<file path="src/rtl/amcf_pkg.sv">
// ----------------------------------------------------------------------------
// amcf_pkg
// Shared types, codes and helpers of the audio module command framer.
// ----------------------------------------------------------------------------
`default_nettype none

package amcf_pkg;

    // Host command codes
    localparam logic [2:0] OP_PLAY   = 3'd0;
    localparam logic [2:0] OP_EFFECT = 3'd1;
    localparam logic [2:0] OP_LOOP   = 3'd2;
    localparam logic [2:0] OP_VOLUME = 3'd3;
    localparam logic [2:0] OP_STOP   = 3'd4;

    // Frame bytes
    localparam logic [7:0] FR_START = 8'h7E;
    localparam logic [7:0] FR_VER   = 8'hFF;
    localparam logic [7:0] FR_LEN   = 8'h06;
    localparam logic [7:0] FR_NOFB  = 8'h00;
    localparam logic [7:0] FR_END   = 8'hEF;

    // Device command codes
    localparam logic [7:0] CMD_PLAY   = 8'h03;
    localparam logic [7:0] CMD_VOL    = 8'h06;
    localparam logic [7:0] CMD_LOOP   = 8'h08;
    localparam logic [7:0] CMD_RPTALL = 8'h11;
    localparam logic [7:0] CMD_STOP   = 8'h16;
    localparam logic [7:0] CMD_RPTTRK = 8'h19;

    localparam logic [7:0] VOL_RESET = 8'd30;

    // Depth of the job queue between front and back
    localparam int QUEUE_DEPTH_DEF = 4;

    // One frame job (or a rejection) handed from front to back
    typedef struct packed {
        logic [7:0] cmd;
        logic [7:0] lo;
        logic       last;
        logic       rej;
    } job_t;

    // Sixteen-bit two's complement of the checksummed bytes (the high byte is never zero)
    function automatic logic [15:0] frame_checksum(input logic [7:0] cmd,
                                                   input logic [7:0] lo);
        logic [15:0] sum;
        sum = {8'h00, FR_VER} + {8'h00, FR_LEN} + {8'h00, cmd}
            + {8'h00, FR_NOFB} + {8'h00, lo};
        return 16'h0000 - sum;
    endfunction

endpackage

`default_nettype wire

</file>
<file path="src/rtl/audio_module_command_framer.sv">
// First byte path: front job registers, job queue, back output register.
// Throughput: one byte per cycle unless out_stall holds it; a command gives one frame
// of ten bytes (four for a play after a loop), a rejected track one zero byte, an unknown op none.
// The front takes the next item as soon as its last frame job enters the queue.
// Reset: loop flag cleared, volume limit back to 30, job queue and output emptied.
// ----------------------------------------------------------------------------
// audio_module_command_framer
// Turns host commands into serial frames for an audio player module.
// ----------------------------------------------------------------------------
`default_nettype none

module audio_module_command_framer #(
    parameter int QUEUE_DEPTH = amcf_pkg::QUEUE_DEPTH_DEF
) (
    input  wire logic       clk,
    input  wire logic       rst_n,
    input  wire logic       in_valid,
    output logic            in_stall,
    input  wire logic [2:0] op,
    input  wire logic [7:0] param,
    output logic            out_valid,
    input  wire logic       out_stall,
    output logic [7:0]      tx_byte,
    output logic            frame_end,
    output logic            last,
    output logic            rejected,
    input  wire logic       cfg_we,
    input  wire logic [7:0] cfg_data
);
    import amcf_pkg::*;

    job_t push_job;
    job_t head_job;
    logic push;
    logic full;
    logic pop;
    logic head_valid;

    amcf_front u_front (
        .clk      (clk),
        .rst_n    (rst_n),
        .in_valid (in_valid),
        .in_stall (in_stall),
        .op       (op),
        .param    (param),
        .cfg_we   (cfg_we),
        .cfg_data (cfg_data),
        .q_full   (full),
        .q_push   (push),
        .q_job    (push_job)
    );

    amcf_queue #(
        .DEPTH (QUEUE_DEPTH)
    ) u_queue (
        .clk        (clk),
        .rst_n      (rst_n),
        .push       (push),
        .push_job   (push_job),
        .full       (full),
        .pop        (pop),
        .head_valid (head_valid),
        .head_job   (head_job)
    );

    amcf_back u_back (
        .clk        (clk),
        .rst_n      (rst_n),
        .head_valid (head_valid),
        .head_job   (head_job),
        .pop        (pop),
        .out_valid  (out_valid),
        .out_stall  (out_stall),
        .tx_byte    (tx_byte),
        .frame_end  (frame_end),
        .last       (last),
        .rejected   (rejected)
    );

endmodule

`default_nettype wire

</file>
<file path="src/rtl/amcf_front.sv">
// ----------------------------------------------------------------------------
// amcf_front
// Accepts host commands, tracks looping and the volume limit, and pushes
// one frame job per cycle into the job queue while it is not full.
// ----------------------------------------------------------------------------
`default_nettype none

module amcf_front (
    input  wire logic          clk,
    input  wire logic          rst_n,
    input  wire logic          in_valid,
    output logic               in_stall,
    input  wire logic [2:0]    op,
    input  wire logic [7:0]    param,
    input  wire logic          cfg_we,
    input  wire logic [7:0]    cfg_data,
    input  wire logic          q_full,
    output logic               q_push,
    output amcf_pkg::job_t     q_job
);
    import amcf_pkg::*;

    localparam logic [1:0] STEP_MAIN = 2'd3;

    logic       busy_reg, busy_next;
    logic [1:0] step_reg, step_next;
    logic [7:0] cmd_reg, cmd_next;
    logic [7:0] lo_reg, lo_next;
    logic       rej_reg, rej_next;
    logic       loop_reg, loop_next;
    logic [7:0] maxvol_reg;
    logic       final_job;
    logic       accept;
    logic       zero_track;

    // Build the job for the current step
    always_comb
    begin
        q_job.last = 1'b0;
        q_job.rej  = 1'b0;
        q_job.lo   = 8'h00;
        case (step_reg)
            2'd0: q_job.cmd = CMD_STOP;
            2'd1: q_job.cmd = CMD_RPTALL;
            2'd2:
            begin
                q_job.cmd = CMD_RPTTRK;
                q_job.lo  = 8'h01;
            end
            default:
            begin
                q_job.cmd  = cmd_reg;
                q_job.lo   = lo_reg;
                q_job.last = 1'b1;
                q_job.rej  = rej_reg;
            end
        endcase
    end

    assign q_push     = busy_reg && !q_full;
    assign final_job  = step_reg == STEP_MAIN;
    assign in_stall   = busy_reg && !(q_push && final_job);
    assign accept     = in_valid && !in_stall;
    assign zero_track = (op inside {OP_PLAY, OP_EFFECT, OP_LOOP}) && (param == 8'h00);

    // Advance the job sequence, then take a new command
    always_comb
    begin
        busy_next = busy_reg;
        step_next = step_reg;
        cmd_next  = cmd_reg;
        lo_next   = lo_reg;
        rej_next  = rej_reg;
        loop_next = loop_reg;
        if (q_push)
        begin
            if (final_job)
                busy_next = 1'b0;
            else
                step_next = step_reg + 2'd1;
        end
        if (accept)
        begin
            step_next = STEP_MAIN;
            rej_next  = 1'b0;
            lo_next   = param;
            if (zero_track)
            begin
                busy_next = 1'b1;
                rej_next  = 1'b1;
                cmd_next  = 8'h00;
                lo_next   = 8'h00;
            end
            else
            begin
                case (op)
                    OP_PLAY:
                    begin
                        busy_next = 1'b1;
                        cmd_next  = CMD_PLAY;
                        if (loop_reg)
                            step_next = 2'd0;
                        loop_next = 1'b0;
                    end
                    OP_EFFECT:
                    begin
                        busy_next = 1'b1;
                        cmd_next  = CMD_PLAY;
                        loop_next = 1'b0;
                    end
                    OP_LOOP:
                    begin
                        busy_next = 1'b1;
                        cmd_next  = CMD_LOOP;
                        loop_next = 1'b1;
                    end
                    OP_VOLUME:
                    begin
                        busy_next = 1'b1;
                        cmd_next  = CMD_VOL;
                        lo_next   = (param > maxvol_reg) ? maxvol_reg : param;
                    end
                    OP_STOP:
                    begin
                        busy_next = 1'b1;
                        cmd_next  = CMD_STOP;
                        lo_next   = 8'h00;
                        loop_next = 1'b0;
                    end
                    default:
                    begin
                        // drop unknown commands
                    end
                endcase
            end
        end
    end

    // Hold control state and the volume limit
    always_ff @(posedge clk or negedge rst_n)
    begin
        if (!rst_n)
        begin
            busy_reg   <= 1'b0;
            step_reg   <= STEP_MAIN;
            loop_reg   <= 1'b0;
            maxvol_reg <= VOL_RESET;
        end
        else
        begin
            busy_reg <= busy_next;
            step_reg <= step_next;
            loop_reg <= loop_next;
            if (cfg_we)
                maxvol_reg <= cfg_data;
        end
    end

    // Hold the job payload
    always_ff @(posedge clk)
    begin
        cmd_reg <= cmd_next;
        lo_reg  <= lo_next;
        rej_reg <= rej_next;
    end

endmodule

`default_nettype wire

</file>
<file path="src/rtl/amcf_queue.sv">
// ----------------------------------------------------------------------------
// amcf_queue
// Short first-in first-out queue of frame jobs between front and back.
// ----------------------------------------------------------------------------
`default_nettype none

module amcf_queue #(
    parameter int DEPTH = amcf_pkg::QUEUE_DEPTH_DEF
) (
    input  wire logic          clk,
    input  wire logic          rst_n,
    input  wire logic          push,
    input  wire amcf_pkg::job_t push_job,
    output logic               full,
    input  wire logic          pop,
    output logic               head_valid,
    output amcf_pkg::job_t     head_job
);
    import amcf_pkg::*;

    localparam int PW = (DEPTH > 1) ? $clog2(DEPTH) : 1;
    localparam int CW = $clog2(DEPTH + 1);
    localparam logic [PW-1:0] PTR_LAST = PW'(DEPTH - 1);
    localparam logic [CW-1:0] CNT_FULL = CW'(DEPTH);

    job_t          mem [DEPTH];
    logic [PW-1:0] wr_ptr_reg, rd_ptr_reg;
    logic [CW-1:0] cnt_reg, cnt_next;
    logic          do_push, do_pop;

    assign full       = cnt_reg == CNT_FULL;
    assign head_valid = cnt_reg != '0;
    assign head_job   = mem[rd_ptr_reg];
    assign do_push    = push && !full;
    assign do_pop     = pop && head_valid;

    always_comb
    begin
        cnt_next = cnt_reg;
        if (do_push && !do_pop)
            cnt_next = cnt_reg + CW'(1);
        else if (do_pop && !do_push)
            cnt_next = cnt_reg - CW'(1);
    end

    // Advance pointers and count
    always_ff @(posedge clk or negedge rst_n)
    begin
        if (!rst_n)
        begin
            wr_ptr_reg <= '0;
            rd_ptr_reg <= '0;
            cnt_reg    <= '0;
        end
        else
        begin
            cnt_reg <= cnt_next;
            if (do_push)
                wr_ptr_reg <= (wr_ptr_reg == PTR_LAST) ? '0 : wr_ptr_reg + PW'(1);
            if (do_pop)
                rd_ptr_reg <= (rd_ptr_reg == PTR_LAST) ? '0 : rd_ptr_reg + PW'(1);
        end
    end

    // Store jobs
    always_ff @(posedge clk)
    begin
        if (do_push)
            mem[wr_ptr_reg] <= push_job;
    end

endmodule

`default_nettype wire

</file>
<file path="src/rtl/amcf_back.sv">
// ----------------------------------------------------------------------------
// amcf_back
// Serializes the job at the queue head into ten frame bytes (a rejection into one
// zero byte), one per cycle unless stalled, through a registered output stage.
// ----------------------------------------------------------------------------
`default_nettype none

module amcf_back (
    input  wire logic          clk,
    input  wire logic          rst_n,
    input  wire logic          head_valid,
    input  wire amcf_pkg::job_t head_job,
    output logic               pop,
    output logic               out_valid,
    input  wire logic          out_stall,
    output logic [7:0]         tx_byte,
    output logic               frame_end,
    output logic               last,
    output logic               rejected
);
    import amcf_pkg::*;

    localparam logic [3:0] LAST_BYTE = 4'd9;

    logic        valid_reg;
    logic [3:0]  idx_reg;
    logic [7:0]  byte_reg, byte_next;
    logic        fend_reg, fend_next;
    logic        last_reg, last_next;
    logic        rej_reg;
    logic        advance;
    logic        emit;
    logic        final_byte;
    logic [15:0] chk;

    assign advance    = !valid_reg || !out_stall;
    assign emit       = advance && head_valid;
    assign final_byte = head_job.rej || (idx_reg == LAST_BYTE);
    assign pop        = emit && final_byte;
    assign chk        = frame_checksum(head_job.cmd, head_job.lo);

    // Select the byte for the current position
    always_comb
    begin
        case (idx_reg)
            4'd0:    byte_next = FR_START;
            4'd1:    byte_next = FR_VER;
            4'd2:    byte_next = FR_LEN;
            4'd3:    byte_next = head_job.cmd;
            4'd4:    byte_next = FR_NOFB;
            4'd5:    byte_next = 8'h00;
            4'd6:    byte_next = head_job.lo;
            4'd7:    byte_next = chk[15:8];
            4'd8:    byte_next = chk[7:0];
            default: byte_next = FR_END;
        endcase
        fend_next = idx_reg == LAST_BYTE;
        last_next = head_job.last && final_byte;
        if (head_job.rej)
        begin
            byte_next = 8'h00;
            fend_next = 1'b0;
        end
    end

    // Advance the byte position and output valid
    always_ff @(posedge clk or negedge rst_n)
    begin
        if (!rst_n)
        begin
            valid_reg <= 1'b0;
            idx_reg   <= '0;
        end
        else if (advance)
        begin
            valid_reg <= head_valid;
            if (emit)
                idx_reg <= final_byte ? 4'd0 : idx_reg + 4'd1;
        end
    end

    // Load the output payload
    always_ff @(posedge clk)
    begin
        if (emit)
        begin
            byte_reg <= byte_next;
            fend_reg <= fend_next;
            last_reg <= last_next;
            rej_reg  <= head_job.rej;
        end
    end

    assign out_valid = valid_reg;
    assign tx_byte   = byte_reg;
    assign frame_end = fend_reg;
    assign last      = last_reg;
    assign rejected  = rej_reg;

endmodule

`default_nettype wire

</file>
<file path="config.mk">
export PLATFORM = sky130hd
export DESIGN_NAME = audio_module_command_framer
export DESIGN_NICKNAME = d
export VERILOG_FILES = /design/src/rtl/amcf_pkg.sv /design/src/rtl/audio_module_command_framer.sv /design/src/rtl/amcf_front.sv /design/src/rtl/amcf_queue.sv /design/src/rtl/amcf_back.sv
export SDC_FILE = /design/constraint.sdc
export NUM_CORES = 1
export LEC_CHECK = 0
export ABC_AREA = 1
export ABC_CLOCK_PERIOD_IN_PS = 3250
export BUFFER_PORTS_ARGS = -buffer_cell sky130_fd_sc_hd__buf_2
export CAP_MARGIN = 0
export CORE_MARGIN = 1.5
export CORE_UTILIZATION = 25
export DETAILED_ROUTE_END_ITERATION = 6
export PLACE_DENSITY = 0.51
export RECOVER_POWER = 100
export SYNTH_ARGS = -nofsm -noshare
export SYNTH_HDL_FRONTEND = slang
export SYNTH_SLANG_ARGS = --single-unit
</file>
<file path="constraint.sdc">
create_clock -name clk -period 3.25 [get_ports clk]
set_input_delay 0.65 -clock clk [delete_from_list [all_inputs] [get_ports clk]]
set_output_delay 0.65 -clock clk [all_outputs]
set_load 0.02 [all_outputs]
</file>
==> flow_metrics.env, run 1 <==
export IMPL_initial_core_util=0.257
export IMPL_path_clk_slew_ns=0.07
export IMPL_slew_limit_headroom=0.00299
export IMPL_port_buffers=36
export IMPL_syn_avg_cell_area_sq_um=9.33
export IMPL_routed_via_count=3958
export IMPL_yosys_warnings=0
export IMPL_grt_max_degree=28
export IMPL_critical_path_endpoint_type="flop"
export IMPL_regToRegSetupSlack_ns=0.26
export IMPL_routed_wl_um=11800
export IMPL_grt_met1_usage=0.138
export IMPL_fmax_mhz=335
export IMPL_antenna_found_initial=0
export IMPL_top_register="u_queue.mem"
export IMPL_grt_pass1_wl_um=19600
export IMPL_slowest_stage="dfrtp_1"
export IMPL_yosysUniqueCellTypes=35
export IMPL_diodes=0
export IMPL_first_pass_iters=4
export IMPL_startpoint_type="flop"
export IMPL_post_route_util=0.293
export IMPL_mostFrequentLayoutCells="nand2_1 (192), edfxtp_1 (85), inv_1 (69), nand3_1 (60), nor2_1 (50)"
export IMPL_rr_worst_depth=13
export IMPL_cp_required_ns=3.35
export IMPL_finalNetCount=720
export IMPL_rows=54
export IMPL_use_met3=0.0231
export IMPL_worst_path_largest_cell_delay_ns=0.46
export IMPL_crit_path_start="u_queue.rd_ptr_reg[1]$_DFFE_PN0P_"
export IMPL_fin_cells=942
export IMPL_path_cells="inv_2 > nand3_1 > and2_4 > ha_1 > ha_1 > inv_1 > ha_1 > fa_1 > or2_2 > nand3_1 > nand3_1 > nor2_1 > nor2_1"
export IMPL_post_dp_hpwl_um=8750
export IMPL_ctsHoldBuffers=0
export IMPL_drive_gt1_frac=0.0906
export IMPL_drc=0
export IMPL_htreeDepth=3
export IMPL_finClkSkew_ns=0.0103
export IMPL_gp_congestion=0.784
export IMPL_fin_hold_ws_ns=0.499
export IMPL_synth_seq_cells=109
export IMPL_post_cts_buffers=0
export IMPL_tritoncts="yes"
export IMPL_yosysSeqAreaShare=0.556
export IMPL_setup_viol=0
export IMPL_gr_max_usage_layer="met2"
export IMPL_final_common_cell="nand2_1"
export IMPL_cellPowerDensity_nw_per_um2=1140
export IMPL_drt_initial_drc_count=183
export IMPL_multi_input_area_sq_um=2170
export IMPL_status="finished, violations left"
export IMPL_ir_drop_mv=0.455
export IMPL_min_path_type="input pin to flop"
export IMPL_synthFlopType="edfxtp_1"
export IMPL_hold_depth=3
export IMPL_critPathBufInv=2
export IMPL_rr_startpoint="u_queue.rd_ptr_reg[1]$_DFFE_PN0P_"
export IMPL_layout_min_cycle_time_ns=2.99
export IMPL_cts_root_buf="clkbuf_16"
export IMPL_setup_slack_ns=0.264
export IMPL_grt_overflow=0
export IMPL_cts_sinks=109
export IMPL_grtUsageTotal=0.105
export IMPL_syn2layout_area_growth_pct=13.7
export IMPL_cts_path_max_buffers=2
export IMPL_synth_edf_count=85
export IMPL_crit_arrival_ns=3.08
export IMPL_die_h_um=154
export IMPL_rsz0062_at_grt="no"
export IMPL_fin_crit_sh=0.919
export IMPL_setup_tns_ns=0
export IMPL_cp_max_fo=8
export IMPL_synth_area_sq_um=5680
export IMPL_chipWidth_um=154
export IMPL_worst_slew_pin_transition_ns=1.50
export IMPL_post_cts_resized=0
export IMPL_path_delay_family="adder cells"
export IMPL_drv_cap=1
export IMPL_r2r_end="u_back.tx_byte[3]$_SDFFCE_PP0P_"
export IMPL_synthArstFlopShare=0.220
export IMPL_core_sq_um=22100
export IMPL_cp_endpoint="u_back.tx_byte[3]$_SDFFCE_PP0P_"
export IMPL_drv_slew=0
export IMPL_dp_cells=926
export IMPL_power_leakage_nw=2.85
export IMPL_ios=37
export IMPL_syn_nets=672
export IMPL_fill_cells=2307
export IMPL_netlist_instances=609
export IMPL_violations="capacitance limit"
export IMPL_ant_nets=0
export IMPL_largest_reg_flops=60
export IMPL_hold_violations=0
export IMPL_cp_num_cells=13
export IMPL_met2_usage=0.175
export IMPL_critical_path_class="flop to flop"
export IMPL_insertion_delay_ns=0.35
export IMPL_cts_buffers_inserted=9
export IMPL_grt_pass1_vias=3929
export IMPL_via_per_inst=4.20
export IMPL_seq_area_sq_um=3160
export IMPL_post_place_ws_ns=0.310
export IMPL_die_area_sq_um=23600
export IMPL_wire_per_inst_um=12.5
[logic make-up (layout without fill, tap and decap cells)]
kind of cell | count (synthesis) | after routing | synth area share
AND/OR/NAND/NOR | 319 | 319 | 0.234
flip-flops | 109 | 109 | 0.556
buffers and inverters | 85 | 138 | 0.0614
AO/OA/AOI/OAI | 48 | 48 | 0.0458
adder cells (fa/ha/maj) | 39 | 39 | 0.0885
XOR/XNOR | 8 | 8 | 0.0123
multiplexers | 1 | 1 | 0.00198
[report_power, final]
group,internal [mW],switching (mW)
logic,1.40,2.60
clock network,0.533,0.521
registers,2.15,0.169
total,4.08,3.29
[cells in the mapped netlist (2+ instances only)]
cell type	count	share of area
nand2_2	2	0.0022
fa_1	2	0.0070
buf_6	2	0.0040
or2_2	2	0.0022
clkbuf_1	2	0.0013
dfrtp_1	18	0.079
inv_2	7	0.0046
and2_1	2	0.0022
nand3_2	3	0.0053
nand3_1	60	0.053
nand4_1	4	0.0044
buf_4	3	0.0040
dfstp_2	6	0.028
xor2_1	3	0.0046
edfxtp_1	85	0.45
o21ai_2	3	0.0046
o21ai_0	24	0.021
buf_2	3	0.0026
nor2_1	50	0.033
nand2_1	191	0.13
o22ai_1	2	0.0022
inv_1	67	0.044
a21oi_1	15	0.013
xnor2_1	5	0.0077
nor3_1	2	0.0018
ha_1	37	0.081
[worst min-delay path: cells and delay by family]
family | cells | cell delay, ns
AO/OA/AOI/OAI | 1 | 0.05
buffers and inverters | 1 | 0.07
AND/OR/NAND/NOR | 1 | 0.03
[worst min path at each step]
stage | startpoint | end | slack (ns)
after global routing | cfg_data[7] | u_front.maxvol_reg[7]$_DFFE_PN0P_ | 0.51
final | cfg_data[7] | u_front.maxvol_reg[7]$_DFFE_PN0P_ | 0.50
after floorplan | rst_n | u_back.idx_reg[0]$_DFFE_PN0P_ | 0.35
after CTS | rst_n | u_front.maxvol_reg[0]$_DFFE_PN0P_ | 0.34
after detailed placement | u_back.out_valid$_DFFE_PN0N_ | u_back.out_valid$_DFFE_PN0N_ | 0.50
after global placement | u_front.loop_reg$_DFFE_PN0P_ | u_front.loop_reg$_DFFE_PN0P_ | 0.48
[metal layers]
layer,up-vias,share of wire
li1,2096,-
met1,1788,0.50
met2,65,0.45
met3,9,0.035
met4,0,0.0094
met5,-,0
[layout make-up]
type                            count  share of cell area
Sequential cell                   109               0.489
Multi-Input combinational cell    415               0.336
Tap cell                          280              0.0542
Inverter                           75              0.0436
Clock buffer                        9              0.0348
Timing Repair Buffer               47              0.0339
Clock inverter                      7             0.00871
[per-stage QoR]
step,power (mW),cell area (sq um)
floorplan,5.37,5680
global placement,6.40,6230
detailed placement,6.40,6230
CTS,7.49,6510
global route,8.11,6460
finish,7.37,6460
Power figures use the tool's default switching activity.
==> inputs of run 2 (changes only) <==
--- a/config.mk
+++ b/config.mk
@@ -10,9 +10,9 @@
 export BUFFER_PORTS_ARGS = -buffer_cell sky130_fd_sc_hd__buf_2
 export CAP_MARGIN = 0
 export CORE_MARGIN = 1.5
-export CORE_UTILIZATION = 25
+export CORE_UTILIZATION = 45
 export DETAILED_ROUTE_END_ITERATION = 6
-export PLACE_DENSITY = 0.51
+export PLACE_DENSITY = 0.73
 export RECOVER_POWER = 100
 export SYNTH_ARGS = -nofsm -noshare
 export SYNTH_HDL_FRONTEND = slang
==> run 2 against run 1 <==
Against the previous run:
- the flow now finishes without violations
- flip-flop and latch count did not move
- via count increased by 4.0%
- register-to-register slack lost 0.02 ns
- worst hold slack worse by 0.0050 ns
- clock skew up 0.00076 ns
- non-clock buffer count did not move
- final area down 2.5%
- critical path depth up 1
- largest cell class unchanged
- final cell count is 12% lower
- sequential share of layout area rose by 1.3 points
==> flow_metrics.env, run 2 (synthesis gave the netlist of run 1 again) <==
export IMPL_cts_sinks=109
export IMPL_port_buffers=36
export IMPL_setup_tns_ns=0
export IMPL_antenna_found_initial=0
export IMPL_crit_arrival_ns=3.10
export IMPL_ctsHoldBuffers=0
export IMPL_drv_slew=0
export IMPL_gp_congestion=0.885
export IMPL_finalNetCount=720
export IMPL_die_h_um=115
export IMPL_min_path_type="flop to flop"
export IMPL_rows=40
export IMPL_largest_reg_flops=60
export IMPL_chipWidth_um=115
export IMPL_grt_pass1_vias=4083
export IMPL_finClkSkew_ns=0.0110
export IMPL_slew_limit_headroom=0.0650
export IMPL_fin_hold_ws_ns=0.494
export IMPL_diodes=0
export IMPL_grt_pass1_wl_um=18700
export IMPL_cts_buffers_inserted=9
export IMPL_status="complete, no violations"
export IMPL_critical_path_class="flop to flop"
export IMPL_layout_min_cycle_time_ns=3.01
export IMPL_grt_max_degree=25
export IMPL_hold_violations=0
export IMPL_first_pass_iters=4
export IMPL_initial_core_util=0.467
export IMPL_drv_cap=0
export IMPL_grt_overflow=0
export IMPL_fill_cells=1098
export IMPL_post_dp_hpwl_um=8170
export IMPL_fin_cells=830
export IMPL_core_sq_um=12200
export IMPL_drc=0
export IMPL_via_per_inst=4.96
export IMPL_post_cts_buffers=0
export IMPL_startpoint_type="flop"
export IMPL_drive_gt1_frac=0.0906
export IMPL_tritoncts="yes"
export IMPL_cts_path_max_buffers=2
export IMPL_ios=37
export IMPL_fin_crit_sh=0.926
export IMPL_worst_slew_pin_transition_ns=1.40
export IMPL_setup_viol=0
export IMPL_rsz0062_at_grt="no"
export IMPL_cp_max_fo=13
export IMPL_cts_root_buf="clkbuf_16"
export IMPL_insertion_delay_ns=0.34
export IMPL_mostFrequentLayoutCells="nand2_1 (192), edfxtp_1 (85), inv_1 (68), nand3_1 (60), nor2_1 (50)"
export IMPL_top_register="u_queue.mem"
export IMPL_routed_via_count=4117
export IMPL_routed_wl_um=10900
export IMPL_dp_cells=814
export IMPL_cp_required_ns=3.34
export IMPL_final_common_cell="nand2_1"
export IMPL_ant_nets=0
export IMPL_die_area_sq_um=13300
export IMPL_critical_path_endpoint_type="flop"
export IMPL_grtUsageTotal=0.180
export IMPL_htreeDepth=3
export IMPL_syn2layout_area_growth_pct=10.9
export IMPL_fmax_mhz=332
export IMPL_wire_per_inst_um=13.1
export IMPL_path_clk_slew_ns=0.07
export IMPL_drt_initial_drc_count=277
[run 2: changes by cell type in the layout (fill, tap and decap cells not counted), sizes merged]
| cell | before | now |
|---|---|---|
| clkinv | 3 | 4 |
| clkbuf | 32 | 35 |
| inv | 78 | 74 |
[run 2: final timing paths]
check | start | endpoint | slack (ns) | cells past startpoint
worst max-delay path | u_queue.rd_ptr_reg[0]$_DFFE_PN0P_ | u_back.tx_byte[3]$_SDFFCE_PP0P_ | 0.24 | 14
worst min-delay path | u_front.loop_reg$_DFFE_PN0P_ | u_front.loop_reg$_DFFE_PN0P_ | 0.49 | 2
worst max register to register | u_queue.rd_ptr_reg[0]$_DFFE_PN0P_ | u_back.tx_byte[3]$_SDFFCE_PP0P_ | 0.24 | 14
worst min register to register | u_front.loop_reg$_DFFE_PN0P_ | u_front.loop_reg$_DFFE_PN0P_ | 0.49 | 2
max in group asynchronous | rst_n | u_queue.rd_ptr_reg[0]$_DFFE_PN0P_ | 1.70 | 1
min in group asynchronous | rst_n | u_front.maxvol_reg[6]$_DFFE_PN0P_ | 0.62 | 1
[run 2: critical path: stages, from the launching register on]
cell and delay, ns:
dfrtp_2 0.45, inv_2 0.19, nand2_1 0.09, nand3_1 0.10, and2_4 0.16, ha_1 0.22, ha_1 0.27, inv_1 0.04
ha_1 0.23, fa_1 0.43, or2_2 0.29, nand3_1 0.08, nand3_1 0.08, nor2_1 0.09, nor2_1 0.04
[run 2: layout make-up]
type / count / area [sq um] / share of cell area
Multi-Input combinational cell: 415 / 2170 / 0.344
Timing Repair Buffer: 47 / 219 / 0.0347
Clock inverter: 4 / 26.3 / 0.00417
Inverter: 75 / 282 / 0.0447
Sequential cell: 109 / 3160 / 0.502
Clock buffer: 12 / 236 / 0.0375
Tap cell: 168 / 210 / 0.0334
[run 2: per-stage QoR]
step | instance area (sq um) | util | setup WS, ns
3_3_place_gp | 6090 | 0.501 | 0.300
2_1_floorplan | 5680 | - | 0.382
5_1_grt | 6300 | 0.518 | 0.0171
4_1_cts | 6350 | 0.522 | 0.194
3_5_place_dp | 6090 | 0.501 | 0.229
6_report | 6300 | 0.518 | 0.240
[run 2: metal layers]
layer  vias up  GRT usage  wire (um)
li1       2098          -          -
met1      1885      0.227       4910
met2       112      0.307       5320
met3        22     0.0422        468
met4         0     0.0617        211
met5         -          0          0
[run 2: repair_timing]
item,CTS,global route
hold endpoints to repair,0,0
endpoints found under the setup margin,0,2
gates resized for setup,0,1
Power of run 2 is left out: the tool's default activity adds up to more than one toggle a clock period on the data nets, which glitch-free logic cannot reach.
